<file path="config.mk">
export PLATFORM = sky130hd
export DESIGN_NAME = json_string_escaper_truncating
export DESIGN_NICKNAME = d
export VERILOG_FILES = /design/src/hdl/jse_pkg.sv /design/src/hdl/json_string_escaper_truncating.sv /design/src/hdl/jse_escape.sv
export SDC_FILE = /design/constraint.sdc
export NUM_CORES = 1
export LEC_CHECK = 0
export BUFFER_PORTS_ARGS = -buffer_cell sky130_fd_sc_hd__buf_2
export CORE_ASPECT_RATIO = 0.5
export CORE_UTILIZATION = 45
export DETAILED_ROUTE_END_ITERATION = 12
export GPL_TIMING_DRIVEN = 0
export SYNTH_ARGS = -nofsm -noshare
export SYNTH_HDL_FRONTEND = slang
export SYNTH_SLANG_ARGS = --single-unit
export TNS_END_PERCENT = 5
</file>
<file path="constraint.sdc">
create_clock -name clk -period 3.75 [get_ports clk]
set_clock_uncertainty 0.05 [all_clocks]
set_input_delay 0.375 -clock clk [delete_from_list [all_inputs] [get_ports clk]]
set_output_delay 0.375 -clock clk [all_outputs]
set_load 0.05 [all_outputs]
</file>
<file path="src/hdl/jse_pkg.sv">
// Shared types, character codes and helpers for the JSON string escaper.
// No dependencies; used by jse_escape and json_string_escaper_truncating.
package jse_pkg;

    localparam int unsigned LIMIT_MAX = 4096;
    localparam int unsigned CNT_W     = 13;

    // Configuration register indexes
    localparam logic CFG_MAX_INPUT = 1'b0;
    localparam logic CFG_OUT_CAP   = 1'b1;

    // Reset values of the configuration registers
    localparam logic [CNT_W-1:0] MAX_INPUT_RST = 13'd220;
    localparam logic [CNT_W-1:0] OUT_CAP_RST   = 13'd480;

    // Character codes
    localparam logic [7:0] CH_QUOTE   = 8'd34;
    localparam logic [7:0] CH_BSLASH  = 8'd92;
    localparam logic [7:0] CH_LF      = 8'd10;
    localparam logic [7:0] CH_CR      = 8'd13;
    localparam logic [7:0] CH_TAB     = 8'd9;
    localparam logic [7:0] CH_N       = 8'd110;
    localparam logic [7:0] CH_R       = 8'd114;
    localparam logic [7:0] CH_T       = 8'd116;
    localparam logic [7:0] CH_SPACE   = 8'd32;
    localparam logic [7:0] CH_NUL     = 8'd0;

    typedef struct packed {
        logic [7:0] data;
        logic       term;
    } jse_item_t;

    typedef struct packed {
        logic [CNT_W-1:0] seen;
        logic [CNT_W-1:0] written;
        logic             halted;
    } jse_state_t;

    typedef struct packed {
        logic [1:0]      cnt;
        jse_item_t [2:0] items;
    } jse_result_t;

    // Saturate a written register value at LIMIT_MAX
    function automatic logic [CNT_W-1:0] clamp_reg(input logic [CNT_W-1:0] v);
        logic [CNT_W-1:0] lim;
        lim = CNT_W'(LIMIT_MAX);
        return (v > lim) ? lim : v;
    endfunction

endpackage

</file>
<file path="src/hdl/json_string_escaper_truncating.sv">
// Top level of the truncating JSON string escaper: input register, escape logic, result buffer.
// Depends on jse_pkg and jse_escape.
//
// Streams a message in one byte per request and returns a JSON-escaped preview, one byte per
// request on the output. Quote and backslash come out as backslash plus the byte; LF, CR and
// TAB as \n, \r, \t; other control bytes are dropped. Only the first max_input_limit bytes
// count, and the preview stops for the rest of the message at out_capacity - 1 bytes or when
// an escape pair no longer fits. The request carrying in_last also yields a terminator
// request (out_byte 0, out_end 1) and clears the message counters. A plain byte yields one
// output byte, a dropped byte none, an escaped byte two, and the final byte one more for the
// terminator; the output port moves one byte per cycle while out_stall is low. A request passes
// through the input register and then the result buffer before its first output appears. Each
// input request parks in a one-entry input register, so a new request can be taken while a
// result is still waiting on out_stall. Configuration: index 0 = max_input_limit, index 1 =
// out_capacity, both 13 bits, saturated at 4096, always ready; write only while the block is idle.
module json_string_escaper_truncating
    import jse_pkg::*;
(
    input  logic             clk,
    input  logic             rst_n,

    input  logic             in_valid,
    output logic             in_stall,
    input  logic [7:0]       in_byte,
    input  logic             in_last,

    output logic             out_valid,
    input  logic             out_stall,
    output logic [7:0]       out_byte,
    output logic             out_end,

    input  logic             cfg_valid,
    output logic             cfg_ready,
    input  logic             cfg_index,
    input  logic [CNT_W-1:0] cfg_data
);

    // Configuration registers
    logic [CNT_W-1:0] max_input_reg;
    logic [CNT_W-1:0] out_cap_reg;

    // Input register
    logic             in_vld_reg;
    logic [7:0]       in_byte_reg;
    logic             in_last_reg;

    // Message state
    jse_state_t       st_reg;
    jse_state_t       st_next;

    // Result buffer: up to three pending output items, head at index 0
    jse_item_t [2:0]  buf_reg;
    logic [1:0]       cnt_reg;

    jse_result_t      res;
    logic             in_take;
    logic             out_take;
    logic             consume;

    assign cfg_ready = 1'b1;

    always_ff @(posedge clk or negedge rst_n)
    begin
        if (!rst_n)
        begin
            max_input_reg <= MAX_INPUT_RST;
            out_cap_reg   <= OUT_CAP_RST;
        end
        else if (cfg_valid && cfg_ready)
        begin
            case (cfg_index)
                CFG_MAX_INPUT: max_input_reg <= clamp_reg(cfg_data);
                CFG_OUT_CAP:   out_cap_reg   <= clamp_reg(cfg_data);
                default:       max_input_reg <= max_input_reg;
            endcase
        end
    end

    jse_escape u_escape (
        .c         (in_byte_reg),
        .last      (in_last_reg),
        .max_input (max_input_reg),
        .out_cap   (out_cap_reg),
        .st        (st_reg),
        .st_next   (st_next),
        .res       (res)
    );

    assign out_valid = (cnt_reg != 2'd0);
    assign out_byte  = buf_reg[0].data;
    assign out_end   = buf_reg[0].term;
    assign out_take  = out_valid && !out_stall;

    // The held byte moves on once the buffer drains this cycle
    assign consume  = in_vld_reg && ((cnt_reg == 2'd0) || ((cnt_reg == 2'd1) && out_take));
    assign in_stall = in_vld_reg && !consume;
    assign in_take  = in_valid && !in_stall;

    always_ff @(posedge clk or negedge rst_n)
    begin
        if (!rst_n)
        begin
            in_vld_reg <= 1'b0;
        end
        else if (in_take)
        begin
            in_vld_reg <= 1'b1;
        end
        else if (consume)
        begin
            in_vld_reg <= 1'b0;
        end
    end

    always_ff @(posedge clk)
    begin
        if (in_take)
        begin
            in_byte_reg <= in_byte;
            in_last_reg <= in_last;
        end
    end

    always_ff @(posedge clk or negedge rst_n)
    begin
        if (!rst_n)
        begin
            st_reg  <= '0;
            cnt_reg <= 2'd0;
        end
        else if (consume)
        begin
            st_reg  <= st_next;
            cnt_reg <= res.cnt;
        end
        else if (out_take)
        begin
            cnt_reg <= cnt_reg - 2'd1;
        end
    end

    always_ff @(posedge clk)
    begin
        if (consume)
        begin
            buf_reg <= res.items;
        end
        else if (out_take)
        begin
            buf_reg[0] <= buf_reg[1];
            buf_reg[1] <= buf_reg[2];
        end
    end

    // The terminator is always the final pending item
    a_term_last: assert property (@(posedge clk) disable iff (!rst_n)
        (out_valid && out_end) |-> (cnt_reg == 2'd1))
        else $error("terminator not at tail of result buffer");

    // The preview never grows past the largest buffer
    a_written_bound: assert property (@(posedge clk) disable iff (!rst_n)
        st_reg.written <= CNT_W'(LIMIT_MAX - 1))
        else $error("written count beyond limit");

    // The last byte of a message clears the message state
    a_msg_clear: assert property (@(posedge clk) disable iff (!rst_n)
        (consume && in_last_reg) |=> (st_reg == '0))
        else $error("message state not cleared after last byte");

    // A stalled input always has a byte waiting in the input register
    a_stall_held: assert property (@(posedge clk) disable iff (!rst_n)
        (in_valid && in_stall) |=> in_vld_reg)
        else $error("input stalled with empty input register");

endmodule

</file>
<file path="src/hdl/jse_escape.sv">
// Per-byte escape and truncation logic: next message state and up to three result items.
// Depends on jse_pkg.
module jse_escape
    import jse_pkg::*;
(
    input  logic [7:0]       c,
    input  logic             last,
    input  logic [CNT_W-1:0] max_input,
    input  logic [CNT_W-1:0] out_cap,
    input  jse_state_t       st,
    output jse_state_t       st_next,
    output jse_result_t      res
);

    logic [CNT_W-1:0] cap;
    logic [CNT_W:0]   wr_p1;
    logic [CNT_W:0]   wr_p2;
    logic             esc_hit;
    logic             emit;
    logic [7:0]       esc_ch;

    assign cap   = (out_cap == '0) ? CNT_W'(1) : out_cap;
    assign wr_p1 = {1'b0, st.written} + (CNT_W+1)'(1);
    assign wr_p2 = {1'b0, st.written} + (CNT_W+1)'(2);

    always_comb
    begin
        esc_hit = 1'b1;
        emit    = 1'b1;
        esc_ch  = c;
        case (c)
            CH_QUOTE:  esc_ch = CH_QUOTE;
            CH_BSLASH: esc_ch = CH_BSLASH;
            CH_LF:     esc_ch = CH_N;
            CH_CR:     esc_ch = CH_R;
            CH_TAB:    esc_ch = CH_T;
            default:
            begin
                esc_hit = 1'b0;
                emit    = (c >= CH_SPACE);
            end
        endcase
    end

    always_comb
    begin
        st_next   = st;
        res.cnt   = 2'd0;
        res.items = '0;

        if (!st.halted && (st.seen < max_input))
        begin
            if (wr_p1 >= {1'b0, cap})
            begin
                st_next.halted = 1'b1;
            end
            else
            begin
                st_next.seen = st.seen + CNT_W'(1);
                if (esc_hit)
                begin
                    if (wr_p2 >= {1'b0, cap})
                    begin
                        st_next.halted = 1'b1;
                    end
                    else
                    begin
                        res.items[0]    = '{data: CH_BSLASH, term: 1'b0};
                        res.items[1]    = '{data: esc_ch, term: 1'b0};
                        res.cnt         = 2'd2;
                        st_next.written = wr_p2[CNT_W-1:0];
                    end
                end
                else if (emit)
                begin
                    res.items[0]    = '{data: c, term: 1'b0};
                    res.cnt         = 2'd1;
                    st_next.written = wr_p1[CNT_W-1:0];
                end
            end
        end

        // Terminator goes after whatever preview bytes this byte produced
        if (last)
        begin
            case (res.cnt)
                2'd0:    res.items[0] = '{data: CH_NUL, term: 1'b1};
                2'd1:    res.items[1] = '{data: CH_NUL, term: 1'b1};
                default: res.items[2] = '{data: CH_NUL, term: 1'b1};
            endcase
            res.cnt = res.cnt + 2'd1;
            st_next = '0;
        end
    end

endmodule

</file>
* Word level (Yosys, flattened, before mapping)
Cells that the tools add are included.
Storage, ports and cells: flip-flop bits (word level) 92, input bits 28
Operators by class: add/sub/neg operators 5, order comparisons 5, eq/ne operators 9, multiplexer cells 35, bitwise gates (word level) 1, reductions and logical operators 28
Operators by type and width (number):
- 18-bit 2-to-1 mux | 5
- 13-bit 2-to-1 mux | 5
- 27-bit 2-to-1 mux | 2
- 9-bit 2-to-1 mux | 5
- 8-bit case mux with 5 select lines | 1
- 29-bit 2-to-1 mux | 1
- 14-bit by 13-bit greater-or-equal comparator with 1-bit output | 2
- 26-bit 2-to-1 mux | 1
- 8-bit by 4-bit equality test with 1-bit output, second input constant | 3
- 13-bit by 1-bit adder with 14-bit output, second input constant | 1
- 13-bit by 2-bit adder with 14-bit output, second input constant | 1
- 13-bit by 1-bit adder with 13-bit output, second input constant | 1
- 13-bit > comparator, second input constant | 1
- 13-bit zero test | 1
- 13-bit less-than comparator | 1
- 2-bit 2-to-1 mux | 6
- 1-bit 2-to-1 mux | 9
- 3-bit nonzero test | 3
- 8-bit by 6-bit equality test with 1-bit output, second input constant | 1
- 8-bit by 7-bit equality test with 1-bit output, second input constant | 1
- 8-bit by 6-bit greater-or-equal comparator with 1-bit output, second input constant | 1
- 2-bit nonzero test | 4
- 1-bit logical AND | 6
- 5-bit AND reduction | 1
- other kinds (14) | 20

* Depth between registers and ports, before layout
Gate-level depths: netlist (run 1).
depth after elaboration 12, gate-level depth with buffers 17, gate-level depth less buffers 17

* Cells and area by module
From an unflattened synthesis (run 1), not the netlist that was laid out.
Unflattened totals: cell total of the unflattened synthesis 641, area, all modules 6327.3 um^2
By module, submodules not included:
- json_string_escaper_truncating | instances 1, cells an instance 239, area an instance 3679.8 um^2
- jse_escape | instances 1, cells an instance 402, area an instance 2647.5 um^2

* Least setup slack after synthesis (run 1)
Ideal clock, no wire load.
kind flip-flop to flip-flop, start point register st_reg[3] (netlist bit), end point register buf_reg[13] (netlist bit), data pin, library setup time 0.182 ns, data arrival time 3.724 ns, data required time 3.518 ns, path slack -0.206 ns, stages on the path, launching flop included 17, path buffers 1, path through dfrtp_1 ha_1 nand2_1 nor2_1 nand4_1 or2_2 xnor2_1 ha_1 a21o_1 a221oi_1 nand4_2 buf_2 or2_2 ha_1 nand2_1 nand3_1 nor4b_1
Between the ends: word-level cells in the longest chain between the ends 10, elaborated cells on any way between the ends 16, those cells by class add/sub: 2; order compare: 2; eq/ne: 1; mux: 11
RTL lines:
- start, declared | RTL line json_string_escaper_truncating.sv:48 | jse_state_t st_reg;
- start signal, assigned | RTL line json_string_escaper_truncating.sv:133 | st_reg <= st_next;
- 13-bit by 2-bit adder with 14-bit output | RTL line jse_escape.sv:24 | assign wr_p2 = {1'b0, st.written} + (CNT_W+1)'(2);
- 14-bit by 13-bit greater-or-equal comparator with 1-bit output | RTL line jse_escape.sv:62 | if (wr_p2 >= {1'b0, cap})
- 2-bit 2-to-1 mux | RTL line jse_escape.sv:62
- 2-bit 2-to-1 mux | RTL line jse_escape.sv:60 | if (esc_hit)
- 2-bit 2-to-1 mux | RTL line jse_escape.sv:53 | if (wr_p1 >= {1'b0, cap})
- 2-bit 2-to-1 mux | RTL line jse_escape.sv:51 | if (!st.halted && (st.seen < max_input))
- 2-bit by 1-bit equality test with 1-bit output | RTL line jse_escape.sv:86 | case (res.cnt)
- 9-bit 2-to-1 mux | RTL line jse_escape.sv:86
- 29-bit 2-to-1 mux * | RTL line jse_escape.sv:84 | if (last)
- 18-bit 2-to-1 mux * | RTL line json_string_escaper_truncating.sv:144 | if (consume)
- end signal, assigned | RTL line json_string_escaper_truncating.sv:146 | buf_reg <= res.items;
- end, declared | RTL line json_string_escaper_truncating.sv:52 | jse_item_t [2:0] buf_reg;
Every way passes the cells marked *; elsewhere a longest branch is shown, timed or not. A chain may end at the register's enable or synchronous reset.

* Worst setup path after layout (run 1)
start point register st_reg[2] (netlist bit), end point register buf_reg[13] (netlist bit), data pin
Same word-level chain as after synthesis.

==> summary.txt, run 1 <==
OUTCOME
----------------------------------------------------------------------------------------------------
Run status                                                                              complete, no violations

FLOORPLANNING
----------------------------------------------------------------------------------------------------
Row count                                                                                         28
Die width                                                                                   159.0 um
Placeable core region                                                                    11910 sq um
Initial core utilization                                                                      46.58%
# IOs                                                                                             40
Die Outline Area                                                                         12800 sq um
Overall die height                                                                          80.52 um

CRITICAL PATH
----------------------------------------------------------------------------------------------------
CP endpoint kind                                                                                flop
Maximum fanout along the worst path                                                                6
Startpoint type of the worst setup path                                                         flop
Data arrival, critical path                                                                  3.85 ns
Crit Path Class                                                                              reg2reg
Required time of the critical path                                                           3.87 ns

SYNTHESIS
----------------------------------------------------------------------------------------------------
Synth top cells by count                                                                64 x sky130_fd_sc_hd__nand2_1, 47 x sky130_fd_sc_hd__dfrtp_1, 46 x sky130_fd_sc_hd__o21ai_0, 39 x sky130_fd_sc_hd__ha_1, 39 x sky130_fd_sc_hd__inv_1
Share of the synthesized area in the top cell type                                            21.20%
Number of enable-type register cells in the synthesized netlist                                   28
Largest cells by area after synthesis                                                   sky130_fd_sc_hd__dfrtp_1 21%, sky130_fd_sc_hd__edfxtp_1 15%, sky130_fd_sc_hd__ha_1 8.8%
Fraction of the yosys area taken by sequential cells                                          40.62%
Number of flip-flops and latches in the synthesized netlist                                       84
Mapped Cells                                                                                     604
Share of flip-flops with an asynchronous set or reset                                         66.67%
Synthesized cell area                                                                     5548 sq um
Cell type with the largest total area after synthesis                                   sky130_fd_sc_hd__dfrtp_1
Yosys warning count                                                                                0
Flip-flop cell with the highest count after synthesis                                   sky130_fd_sc_hd__dfrtp_1
Library cell with the highest instance count after synthesis                            sky130_fd_sc_hd__nand2_1
Distinct cell type count of the synthesized netlist                                               75
Avg Cell Area, Syn                                                                       9.185 sq um

DETAILED ROUTING
----------------------------------------------------------------------------------------------------
DRC violations left                                                                                0
Number of DRC markers in iteration 0                                                             345
Total routed wirelength                                                                     13820 um
Routed length per placed instance                                                           16.42 um
Number of iterations in the first detailed-routing pass                                            7
Average via count per standard cell                                                            5.597
Number of routed nets with antenna violations                                                      0
Number of vias after detailed routing                                                           4713

FINISH
----------------------------------------------------------------------------------------------------
Flip-flop count of the largest register, all copies and words added                               27
Final net count                                                                                  739
Synth-to-layout area growth                                                                   18.65%
Number of fillers in the final layout                                                           1097
Final instance area                                                                       6583 sq um
Fraction of final layout cells with drive strength greater than 1                             23.63%
Final antenna diode count                                                                          0
Utilization after layout                                                                      55.26%

CTS
----------------------------------------------------------------------------------------------------
Clock tree from TritonCTS                                                                      built
Clock Root Buffer                                                                       sky130_fd_sc_hd__clkbuf_16
Clock insertion delay at the later pin of the skew report                                    0.34 ns
Total CTS buffers                                                                                  9
Clock tree sinks                                                                                  84
Number of buffers on the longest clock path                                                        2
Number of H-tree levels                                                                            3
Clock-pin slew reported for the worst setup and hold paths after clock tree synthesis        0.07 ns

PLACED DESIGN
----------------------------------------------------------------------------------------------------
Placer congestion estimate                                                                    0.8291
IO buf count                                                                                      38
Post-detailed-placement cell area                                                         5973 sq um
Half-perimeter wire length after placement                                                   9969 um

GLOBAL ROUTING
----------------------------------------------------------------------------------------------------
Number of antenna violations at the first check in global routing                                  0
Largest net degree at the start of global routing                                                 57
Vias in the first global route                                                                  4297
Total routing usage reported by global routing                                                22.82%
First-pass GRT wire length                                                                  22670 um
Overall overflow remaining after global route                                                      0

POWER AND IR DROP
----------------------------------------------------------------------------------------------------
Power density cells                                                                     618.0 nW/um^2
Sequential Power Share                                                                         34.4%
Switching Power                                                                             1.725 mW
Combinational share of power                                                                   44.7%
Switching Fraction                                                                            42.41%
Static Leak                                                                                 2.804 nW
Internal Dissipation                                                                        2.343 mW
Total Power                                                                                 4.068 mW
VDD IR max                                                                               0.0002886 V
Clock network fraction of total power                                                          20.8%

STA
----------------------------------------------------------------------------------------------------
Sum of negative setup slack                                                                     0 ns
Max Freq                                                                                  0.2682 GHz
Measured slew at the worst slew-check pin                                                  0.7798 ns
Setup-violating endpoint count in the final report                                                 0
Setup repair after global routing missed its margin                                             true
Tightest slew margin relative to the limit                                                    47.54%
Max Slew Vio Count                                                                                 0
Ratio of final minimum period to clock period                                                 99.43%
Final hold violation count                                                                         0
Final critical path time including I/O delays and setup                                     3.729 ns

WORST HOLD PATH
----------------------------------------------------------------------------------------------------
Hold WC Path Type                                                                           in2async

RUN
----------------------------------------------------------------------------------------------------
Max capacitance violation total                                                                    0

[worst paths after layout]
kind,startpoint,end,slack (ns),cells past startpoint
worst max-delay path,st_reg[2],buf_reg[13],0.02,16
worst min register to register,max_input_reg[4],max_input_reg[4],0.43,2
min in group clk,in_byte[1],in_byte_reg[1],0.15,1
max in group asynchronous,rst_n,st_reg[8],3.06,1
worst max register to register,st_reg[2],buf_reg[13],0.02,16
worst min-delay path,rst_n,cnt_reg[0],0.03,1
[power groups by stage]
stage / Combinational (mW) / Clock [mW] / Sequential, mW
after floorplan: 1.24 / 0 / 1.38
after global placement: 1.62 / 0 / 1.42
after detailed placement: 1.64 / 0 / 1.41
after CTS: 1.76 / 0.859 / 1.40
after global routing: 2.00 / 0.893 / 1.42
final: 1.82 / 0.847 / 1.40
[kinds of logic (layout without fill, tap and decap cells)]
logic type               after synthesis  count (layout)  share of synthesized area, %
multiplexers                           5               5                        0.9698
flip-flops                            84              84                         40.62
buffers and inverters                 78             150                         6.428
AO/OA/AOI/OAI                        163             163                         19.40
AND/OR/NAND/NOR                      209             209                         19.87
other                                  2               3                        0.1354
XOR/XNOR                              24              24                         3.789
adder cells (fa/ha/maj)               39              39                         8.796
[cells in the final DEF (no fill, tap or decap), types with 4 or more instances in the layout]
| cell type | n |
|---|---|
| sky130_fd_sc_hd__nand2_1 | 61 |
| sky130_fd_sc_hd__o21ai_1 | 12 |
| sky130_fd_sc_hd__nor3_1 | 18 |
| sky130_fd_sc_hd__a22o_1 | 6 |
| sky130_fd_sc_hd__xor2_1 | 11 |
| sky130_fd_sc_hd__buf_2 | 39 |
| sky130_fd_sc_hd__dfstp_2 | 9 |
| sky130_fd_sc_hd__or2_2 | 6 |
| sky130_fd_sc_hd__dfrtp_2 | 4 |
| sky130_fd_sc_hd__clkbuf_16 | 9 |
| sky130_fd_sc_hd__and3_1 | 5 |
| sky130_fd_sc_hd__inv_1 | 39 |
| sky130_fd_sc_hd__xnor2_1 | 11 |
| sky130_fd_sc_hd__a2111oi_0 | 4 |
| sky130_fd_sc_hd__dfrtp_1 | 43 |
| sky130_fd_sc_hd__buf_4 | 34 |
| sky130_fd_sc_hd__nand4_1 | 6 |
| sky130_fd_sc_hd__a31oi_1 | 6 |
| sky130_fd_sc_hd__nor2_1 | 31 |
| sky130_fd_sc_hd__nand3_4 | 4 |
| sky130_fd_sc_hd__nor4_1 | 4 |
| sky130_fd_sc_hd__nand3_1 | 17 |
| sky130_fd_sc_hd__o21ai_0 | 46 |
| sky130_fd_sc_hd__nand2b_1 | 20 |
| sky130_fd_sc_hd__a21o_1 | 8 |
| sky130_fd_sc_hd__o2bb2ai_1 | 5 |
| sky130_fd_sc_hd__nor2b_1 | 4 |
| sky130_fd_sc_hd__a21oi_1 | 30 |
| sky130_fd_sc_hd__edfxtp_1 | 28 |
| sky130_fd_sc_hd__buf_6 | 4 |
| sky130_fd_sc_hd__a221oi_1 | 5 |
| sky130_fd_sc_hd__ha_1 | 36 |
| sky130_fd_sc_hd__clkbuf_1 | 13 |
[worst max-delay path, cell delays in order (launching register included)]
cell and delay, ns:
sky130_fd_sc_hd__dfrtp_2 0.42, sky130_fd_sc_hd__ha_4 0.15, sky130_fd_sc_hd__nand2_2 0.08, sky130_fd_sc_hd__nor2_4 0.13, sky130_fd_sc_hd__nand4_1 0.13, sky130_fd_sc_hd__or2_4 0.28
sky130_fd_sc_hd__xnor2_2 0.15, sky130_fd_sc_hd__ha_1 0.34, sky130_fd_sc_hd__a21o_1 0.19, sky130_fd_sc_hd__a221oi_4 0.34, sky130_fd_sc_hd__nand4_2 0.18, sky130_fd_sc_hd__buf_6 0.16
sky130_fd_sc_hd__or2_2 0.30, sky130_fd_sc_hd__ha_2 0.19, sky130_fd_sc_hd__nand2_2 0.08, sky130_fd_sc_hd__nand3_4 0.13, sky130_fd_sc_hd__nor4b_2 0.25
[stage by stage]
| step | cells | setup WS (ns) | hold slack (ns) |
|---|---|---|---|
| after floorplan | 605 | 0.004488 | 0.02941 |
| after global placement | 808 | -0.6608 | 0.4148 |
| after detailed placement | 808 | -0.6887 | 0.4213 |
| after CTS | 837 | 0.01193 | 0.1499 |
| after global routing | 842 | -0.1361 | 0.1052 |
| final | 842 | 0.02142 | 0.03035 |
[routing by layer]
layer  part of all wire [%]  routed length (um)  vias to the layer above  GRT usage (%)
li1                       -                   -                     2318              -
met1                     53                7287                     2232          34.10
met2                     42                5790                      149          34.61
met3                    4.6                 641                       14          3.719
met4                   0.75                 103                        0          4.231
met5                      0                   0                        -              0
[final cells by class]
type / instances / area [sq um] / share of cell area (%)
inverter: 40 / 150.1 / 2.281
tap: 165 / 206.4 / 3.136
sequential: 84 / 2258 / 34.31
multi-input combinational: 443 / 3128 / 47.52
timing repair buffer: 57 / 335.3 / 5.094
clock buffer: 10 / 230.2 / 3.497
buffer: 37 / 229.0 / 3.478
clock inverter: 6 / 45.04 / 0.6843
[what timing repair did]
action / CTS / global route
pin swaps: 12 / 8
setup endpoints to repair: 43 / 31
hold buffers: 0 / 0
buffers inserted: 14 / 5
resized for setup: 34 / 13
Note: power is estimated with default switching activity, not from simulation.
==> run 2, diff against run 1 <==
--- a/config.mk
+++ b/config.mk
@@ -8,9 +8,11 @@
 export BUFFER_PORTS_ARGS = -buffer_cell sky130_fd_sc_hd__buf_2
 export CORE_ASPECT_RATIO = 0.5
 export CORE_UTILIZATION = 45
+export CTS_BUF_LIST = sky130_fd_sc_hd__clkbuf_8
 export DETAILED_ROUTE_END_ITERATION = 12
 export GPL_TIMING_DRIVEN = 0
 export SYNTH_ARGS = -nofsm -noshare
 export SYNTH_HDL_FRONTEND = slang
+export SYNTH_HIERARCHICAL = 1
 export SYNTH_SLANG_ARGS = --single-unit
 export TNS_END_PERCENT = 5
==> summary.txt, run 2 <==
FINISH
----------------------------------------------------------------------------------------------------
Synth-to-layout area growth                                                                   19.54%
Final net count                                                                                  794   +7.4%
Multi-input gate area in the final layout                                                 3686 sq um   +18%
Flip-flop count of the largest register, all copies and words added                               27   unchanged
Number of fillers in the final layout                                                           1226   +12%
Most frequent standard cell in the layout excluding fill and tap cells                  sky130_fd_sc_hd__buf_4
Fraction of final layout cells with drive strength greater than 1                             32.15%   +8.5 points
Final antenna diode count                                                                          0   unchanged
Commonest non-fill, non-tap cells in the layout                                         53 x sky130_fd_sc_hd__buf_4, 52 x sky130_fd_sc_hd__nand2_1, 43 x sky130_fd_sc_hd__dfrtp_1
Area taken by flip-flops and latches                                                      2499 sq um   +11%

STA
----------------------------------------------------------------------------------------------------
Max Freq                                                                                  0.2634 GHz   -1.8%
Ratio of final minimum period to clock period                                                 101.3%   +1.8 points
Final hold violation count                                                                         0   unchanged
Worst Hold Margin                                                                        0.003112 ns   -0.02724 ns
Setup repair after global routing missed its margin                                             true
Sum of negative setup slack                                                              -0.05433 ns   -0.05433 ns
Measured slew at the worst slew-check pin                                                  0.7693 ns   -0.01047 ns
Final worst setup slack                                                                  -0.04720 ns   -0.06863 ns
Tightest slew margin relative to the limit                                                    48.71%   +1.2 points
Final critical path time including I/O delays and setup                                     3.797 ns   +0.06863 ns
Max Slew Vio Count                                                                                 0   unchanged
Setup-violating endpoint count in the final report                                                 3   +3

CTS
----------------------------------------------------------------------------------------------------
Hold buffers post-CTS                                                                              0   unchanged
Clock tree sinks                                                                                  92   +9.5%
Clock Root Buffer                                                                       sky130_fd_sc_hd__clkbuf_8
Clock-pin slew reported for the worst setup and hold paths after clock tree synthesis        0.10 ns   +0.03 ns
Number of buffers on the longest clock path                                                        2   unchanged
Number of H-tree levels                                                                            3   unchanged
Total CTS buffers                                                                                  9   unchanged
Clock insertion delay at the later pin of the skew report                                    0.38 ns   +0.04 ns
Clock tree from TritonCTS                                                                      built

CRITICAL PATH
----------------------------------------------------------------------------------------------------
CP endpoint kind                                                                                flop
Worst reg2reg endpoint                                                                   buf_reg[16]
Worst setup slack for register-to-register paths                                            -0.05 ns   -0.07 ns
Crit Path Class                                                                              reg2reg
Data arrival, critical path                                                                  3.99 ns   +0.14 ns
Required time of the critical path                                                           3.95 ns   +0.08 ns
Length in cells of the worst reg-to-reg path                                                      14   -2
Maximum fanout along the worst path                                                                7   +1
Reg2reg start                                                                           out_cap_reg[6]
Startpoint type of the worst setup path                                                         flop

FLOORPLANNING
----------------------------------------------------------------------------------------------------
Row count                                                                                         30   +7.1%
Die width                                                                                   169.7 um   +6.7%
Initial core utilization                                                                      46.44%   -0.14 points
Die Outline Area                                                                         14570 sq um   +14%
Placeable core region                                                                    13630 sq um   +14%
# IOs                                                                                             40   unchanged
Overall die height                                                                          85.85 um   +6.6%

OUTCOME
----------------------------------------------------------------------------------------------------
Run status                                                                              complete, but fails checks
Failing checks                                                                          setup timing

SYNTHESIS
----------------------------------------------------------------------------------------------------
Flip-flop cell with the highest count after synthesis                                   sky130_fd_sc_hd__dfrtp_1
Number of flip-flops and latches in the synthesized netlist                                       92   +9.5%
Share of the synthesized area in the top cell type                                            18.59%   -2.6 points
Synthesized cell area                                                                     6327 sq um   +14%
Mapped Cells                                                                                     641   +6.1%
Library cell with the highest instance count after synthesis                            sky130_fd_sc_hd__nand2_1
Synth top cells by count                                                                57 x sky130_fd_sc_hd__nand2_1, 47 x sky130_fd_sc_hd__dfrtp_1, 42 x sky130_fd_sc_hd__inv_1, 40 x sky130_fd_sc_hd__ha_1, 39 x sky130_fd_sc_hd__o21ai_0
Cell type with the largest total area after synthesis                                   sky130_fd_sc_hd__dfrtp_1
Number of enable-type register cells in the synthesized netlist                                   36   +29%
Avg Cell Area, Syn                                                                       9.871 sq um   +7.5%
Largest cells by area after synthesis                                                   sky130_fd_sc_hd__dfrtp_1 19%, sky130_fd_sc_hd__edfxtp_1 17%, sky130_fd_sc_hd__ha_1 7.9%
Yosys warning count                                                                                6   +6
Distinct cell type count of the synthesized netlist                                               66   -12%
Fraction of the yosys area taken by sequential cells                                          39.41%   -1.2 points
Share of flip-flops with an asynchronous set or reset                                         60.87%   -5.8 points

PLACED DESIGN
----------------------------------------------------------------------------------------------------
Worst setup timing slack at the placement stage                                           -0.7053 ns   -0.01658 ns
Placer congestion estimate                                                                    0.9240   +11%
Half-perimeter wire length after placement                                                  11440 um   +15%
IO buf count                                                                                      38   unchanged

POWER AND IR DROP
----------------------------------------------------------------------------------------------------
Total Power                                                                                 5.318 mW   +31%
Static Leak                                                                                 3.242 nW   +16%
VDD IR max                                                                               0.0003517 V   +22%
Power density cells                                                                     703.1 nW/um^2   +14%

DETAILED ROUTING
----------------------------------------------------------------------------------------------------
Number of routed nets with antenna violations                                                      0   unchanged
Total routed wirelength                                                                     16230 um   +17%
DRC violations left                                                                                0   unchanged
Routed length per placed instance                                                           17.58 um   +7.1%
Number of vias after detailed routing                                                           5250   +11%
Number of DRC markers in iteration 0                                                             593   +72%
Average via count per standard cell                                                            5.688   +1.6%
Number of iterations in the first detailed-routing pass                                            5   -2

GLOBAL ROUTING
----------------------------------------------------------------------------------------------------
Number of antenna violations at the first check in global routing                                  0   unchanged
Total routing usage reported by global routing                                                22.76%   -0.058 points
First-pass GRT wire length                                                                  25520 um   +13%
Vias in the first global route                                                                  4940   +15%
Overall overflow remaining after global route                                                      0   unchanged
Largest net degree at the start of global routing                                                 57   unchanged

RUN
----------------------------------------------------------------------------------------------------
Max capacitance violation total                                                                    0   unchanged

WORST HOLD PATH
----------------------------------------------------------------------------------------------------
Hold WC Path Type                                                                           in2async

run 2: per-stage QoR:
stage / cell area [sq um] / instances / utilization, %
after floorplan: 6440 / 650 / -
final: 7564 / 923 / 55.51
after global placement: 6870 / 880 / 50.42
after global routing: 7564 / 923 / 55.51
after CTS: 7383 / 915 / 54.19
after detailed placement: 6870 / 880 / 50.42
run 2: routing by layer:
metal  track usage [%]  up-vias  routed length [um]
met5                 0        -                   0
met3             5.122       44                1040
li1                  -     2472                   -
met1             30.57     2531                7235
met4             8.681        0                 360
met2             35.99      203                7588
run 2: timing repair:
item	CTS	global route
resized for setup	43	23
buffers inserted	20	7
endpoints found under the hold margin	0	0
setup endpoints to repair	41	38
pin swaps	15	10
run 2: worst max path at each step:
stage	start	end
finish	out_cap_reg[6]	buf_reg[16]
global route	st_reg[1]	buf_reg[16]
CTS	st_reg[2]	out_byte[3]
detailed placement	st_reg[1]	buf_reg[15]
global placement	st_reg[1]	buf_reg[15]
floorplan	st_reg[3]	buf_reg[9]
run 2: area by class of cell:
class	instances	share of cell area, %
plain buffers	50	4.830
clock buffers	9	1.638
clock inverters	7	1.208
inverters	42	2.084
multi-input cells	465	48.73
flip-flops and latches	92	33.04
well taps	192	3.176
repair buffers	66	5.294
run 2: critical path, cell delays in order (launching register included):
cell and delay, ns:
sky130_fd_sc_hd__dfstp_2 0.58, sky130_fd_sc_hd__nor4_2 0.04, sky130_fd_sc_hd__a31o_2 0.27, sky130_fd_sc_hd__ha_1 0.27
sky130_fd_sc_hd__nand2b_4 0.15, sky130_fd_sc_hd__a2111oi_4 0.30, sky130_fd_sc_hd__a2111oi_1 0.10, sky130_fd_sc_hd__o311ai_2 0.39
sky130_fd_sc_hd__nand3_2 0.18, sky130_fd_sc_hd__or3_4 0.39, sky130_fd_sc_hd__buf_6 0.15, sky130_fd_sc_hd__ha_4 0.15
sky130_fd_sc_hd__and2_4 0.20, sky130_fd_sc_hd__a311oi_4 0.25, sky130_fd_sc_hd__mux2_4 0.19
run 2: cells by family (layout without fill, tap and decap cells):
family,Yosys count,after routing,synth area share [%]
AOI/OAI and AO/OA,136,136,14.46
adders and majority gates,40,40,7.910
buffers and inverters,93,174,7.475
xor gates and xnor gates,27,27,3.737
and+or+nand+nor,200,200,16.73
other,2,11,0.1187
DFF,92,92,39.41
muxes,51,51,10.16
run 2: where the power goes:
part / switching, mW / internal, mW / total (mW) / leakage [nW]
logic: 1.67 / 1.30 / 2.97 / 2.07
clock network: 0.383 / 0.374 / 0.757 / 0.111
registers: 0.178 / 1.42 / 1.60 / 1.06
total: 2.23 / 3.09 / 5.32 / 3.24
==> run 3, diff against run 2 <==
--- a/config.mk
+++ b/config.mk
@@ -7,12 +7,12 @@
 export LEC_CHECK = 0
 export BUFFER_PORTS_ARGS = -buffer_cell sky130_fd_sc_hd__buf_2
 export CORE_ASPECT_RATIO = 0.5
-export CORE_UTILIZATION = 45
+export CORE_UTILIZATION = 50
 export CTS_BUF_LIST = sky130_fd_sc_hd__clkbuf_8
 export DETAILED_ROUTE_END_ITERATION = 12
 export GPL_TIMING_DRIVEN = 0
+export PLACE_DENSITY = 0.7
 export SYNTH_ARGS = -nofsm -noshare
 export SYNTH_HDL_FRONTEND = slang
 export SYNTH_HIERARCHICAL = 1
 export SYNTH_SLANG_ARGS = --single-unit
-export TNS_END_PERCENT = 5
==> summary.txt, run 3 (synthesized netlist as in run 2, its figures left out) <==
FLOORPLANNING
----------------------------------------------------------------------------------------------------
Initial core utilization                                                                      52.35%   +5.9 points
Die width                                                                                   161.1 um   -5.1%
Row count                                                                                         28   -6.7%
Overall die height                                                                          81.55 um   -5.0%
Die Outline Area                                                                         13140 sq um   -9.8%
# IOs                                                                                             40   unchanged
Placeable core region                                                                    12090 sq um   -11%

POWER AND IR DROP
----------------------------------------------------------------------------------------------------
Power density cells                                                                     702.2 nW/um^2   -0.12%
Internal Dissipation                                                                        3.057 mW   -1.0%
Clock network fraction of total power                                                          13.0%   -1.2 points
Switching Power                                                                             2.188 mW   -1.9%
Combinational share of power                                                                   56.5%   +0.7 points
Static Leak                                                                                 3.232 nW   -0.30%
VDD IR max                                                                               0.0004376 V   +24%
Switching Fraction                                                                            41.72%   -0.20 points
Sequential Power Share                                                                         30.4%   +0.4 points

DETAILED ROUTING
----------------------------------------------------------------------------------------------------
DRC violations left                                                                                0   unchanged
Total routed wirelength                                                                     15440 um   -4.8%
Number of vias after detailed routing                                                           5222   -0.53%
Number of routed nets with antenna violations                                                      0   unchanged
Routed length per placed instance                                                           17.29 um   -1.6%
Average via count per standard cell                                                            5.848   +2.8%
Number of DRC markers in iteration 0                                                             461   -22%
Number of iterations in the first detailed-routing pass                                            6   +1

FINISH
----------------------------------------------------------------------------------------------------
Final antenna diode count                                                                          0   unchanged
Utilization after layout                                                                      61.79%   +6.3 points
Synth-to-layout area growth                                                                   18.03%
Commonest non-fill, non-tap cells in the layout                                         51 x sky130_fd_sc_hd__nand2_1, 50 x sky130_fd_sc_hd__buf_4, 44 x sky130_fd_sc_hd__dfrtp_1
Flip-flop count of the largest register, all copies and words added                               27   unchanged
Final net count                                                                                  791   -0.38%
Fraction of final layout cells with drive strength greater than 1                             32.28%   +0.13 points
Final instance area                                                                       7468 sq um   -1.3%
Most frequent standard cell in the layout excluding fill and tap cells                  sky130_fd_sc_hd__nand2_1

STA
----------------------------------------------------------------------------------------------------
Tightest slew margin relative to the limit                                                    16.02%   -33 points
Measured slew at the worst slew-check pin                                                   1.248 ns   +0.4792 ns
Max Slew Vio Count                                                                                 0   unchanged
Setup repair after global routing missed its margin                                             true
Final critical path time including I/O delays and setup                                     3.806 ns   +0.008683 ns
Final hold violation count                                                                         1   +1
Setup-violating endpoint count in the final report                                                 9   +6
Ratio of final minimum period to clock period                                                 101.5%   +0.23 points
Final worst setup slack                                                                  -0.05589 ns   -0.008683 ns
Max Freq                                                                                  0.2628 GHz   -0.23%
Worst Hold Margin                                                                       -0.001607 ns   -0.004719 ns
Sum of negative setup slack                                                               -0.2326 ns   -0.1783 ns

CTS
----------------------------------------------------------------------------------------------------
Total CTS buffers                                                                                  9   unchanged
Clock Root Buffer                                                                       sky130_fd_sc_hd__clkbuf_8
Number of H-tree levels                                                                            3   unchanged
Clock tree from TritonCTS                                                                      built
Number of buffers on the longest clock path                                                        2   unchanged
Hold buffers post-CTS                                                                              0   unchanged
Clock-pin slew reported for the worst setup and hold paths after clock tree synthesis        0.09 ns   about the same
Clock tree sinks                                                                                  92   unchanged
Clock insertion delay at the later pin of the skew report                                    0.38 ns   about the same

CRITICAL PATH
----------------------------------------------------------------------------------------------------
CP endpoint kind                                                                                flop
Worst setup slack for register-to-register paths                                            -0.06 ns   about the same
Maximum fanout along the worst path                                                                7   unchanged
Required time of the critical path                                                           3.95 ns   about the same
Startpoint type of the worst setup path                                                         flop
Crit Path Class                                                                              reg2reg
Length in cells of the worst reg-to-reg path                                                      18   +4
Data arrival, critical path                                                                  4.00 ns   about the same

RUN
----------------------------------------------------------------------------------------------------
Max capacitance violation total                                                                    0   unchanged

GLOBAL ROUTING
----------------------------------------------------------------------------------------------------
Vias in the first global route                                                                  4809   -2.7%
Overall overflow remaining after global route                                                      0   unchanged
First-pass GRT wire length                                                                  24270 um   -4.9%
Largest net degree at the start of global routing                                                 57   unchanged
Total routing usage reported by global routing                                                23.96%   +1.2 points
Number of antenna violations at the first check in global routing                                  0   unchanged

PLACED DESIGN
----------------------------------------------------------------------------------------------------
Post-detailed-placement cell area                                                         6837 sq um   -0.49%
Placer congestion estimate                                                                    0.9525   +3.1%
Half-perimeter wire length after placement                                                  10920 um   -4.5%
IO buf count                                                                                      38   unchanged

OUTCOME
----------------------------------------------------------------------------------------------------
Failing checks                                                                          hold timing, setup timing
Run status                                                                              complete, but fails checks

WORST HOLD PATH
----------------------------------------------------------------------------------------------------
Hold WC Path Type                                                                           in2async

==> run 3: changes by cell type in the layout (fill, tap and decap cells not counted), moves of 2 or more <==
cell	previous run	this run
sky130_fd_sc_hd__a2111oi_2	0	2
sky130_fd_sc_hd__a2111oi_4	2	0
sky130_fd_sc_hd__buf_4	53	50
sky130_fd_sc_hd__nor4_1	5	8
sky130_fd_sc_hd__nor4_2	3	1
==> run 3: final timing paths <==
check	startpoint	end
setup / recovery	st_reg[5]	buf_reg[16]
hold / removal	rst_n	in_vld_reg
setup reg to reg	st_reg[5]	buf_reg[16]
hold reg to reg	max_input_reg[4]	max_input_reg[4]
max in group asynchronous	rst_n	out_cap_reg[4]
min in group clk	in_byte[0]	in_byte_reg[0]
==> run 3: power groups by stage <==
| stage | Clock, mW | Sequential (mW) | Combinational (mW) |
|---|---|---|---|
| after global routing | 0.740 | 1.63 | 3.18 |
| after global placement | 0 | 1.61 | 2.54 |
| after floorplan | 0 | 1.58 | 2.03 |
| after CTS | 0.699 | 1.59 | 2.79 |
| final | 0.684 | 1.60 | 2.97 |
| after detailed placement | 0 | 1.62 | 2.58 |
==> run 3: area by class of cell <==
class / count / area, sq um
multi-input combinational: 465 / 3636
inverter: 42 / 160.2
buffer: 49 / 366.6
fill: 1012 / 4618
sequential: 92 / 2497
tap: 165 / 206.4
clock inverter: 6 / 62.56
timing repair buffer: 64 / 401.6
clock buffer: 10 / 137.6
==> run 3: per-stage QoR <==
stage	std cells	hold slack [ns]	total power, mW	setup WS [ns]
global placement	853	0.4152	4.142	-0.6719
finish	893	-0.001607	5.245	-0.05589
global route	893	0.05533	5.551	-0.1849
floorplan	650	0.02941	3.608	0.005911
CTS	883	0.1053	5.078	-0.003902
detailed placement	853	0.4237	4.196	-0.6360
==> run 3: timing repair <==
item,CTS,global route
endpoints found under the setup margin,42,40
gates cloned,0,1
setup buffers,16,9
pin swaps,13,8
gates resized for setup,37,41
==> run 3: metal layers <==
layer / track usage [%] / up-vias / routed length, um
li1: - / 2470 / -
met1: 30.83 / 2507 / 6918
met2: 40.95 / 208 / 7178
met3: 4.343 / 37 / 980
met4: 9.057 / 0 / 361
met5: 0 / - / 0
==> run 3: worst max-delay path: stages, from the launching register on <==
cell and delay (ns):
sky130_fd_sc_hd__dfrtp_1 0.39, sky130_fd_sc_hd__buf_6 0.14, sky130_fd_sc_hd__nand3_4 0.09, sky130_fd_sc_hd__nor3_4 0.23, sky130_fd_sc_hd__and3_4 0.23, sky130_fd_sc_hd__nand2_4 0.05, sky130_fd_sc_hd__xnor2_2 0.15, sky130_fd_sc_hd__ha_1 0.31
sky130_fd_sc_hd__a21o_1 0.18, sky130_fd_sc_hd__a21oi_2 0.16, sky130_fd_sc_hd__o21ai_2 0.09, sky130_fd_sc_hd__a21oi_4 0.19, sky130_fd_sc_hd__buf_12 0.15, sky130_fd_sc_hd__nand2_2 0.04, sky130_fd_sc_hd__or3_4 0.43, sky130_fd_sc_hd__ha_4 0.18
sky130_fd_sc_hd__and2_4 0.19, sky130_fd_sc_hd__a311oi_2 0.24, sky130_fd_sc_hd__mux2_4 0.19
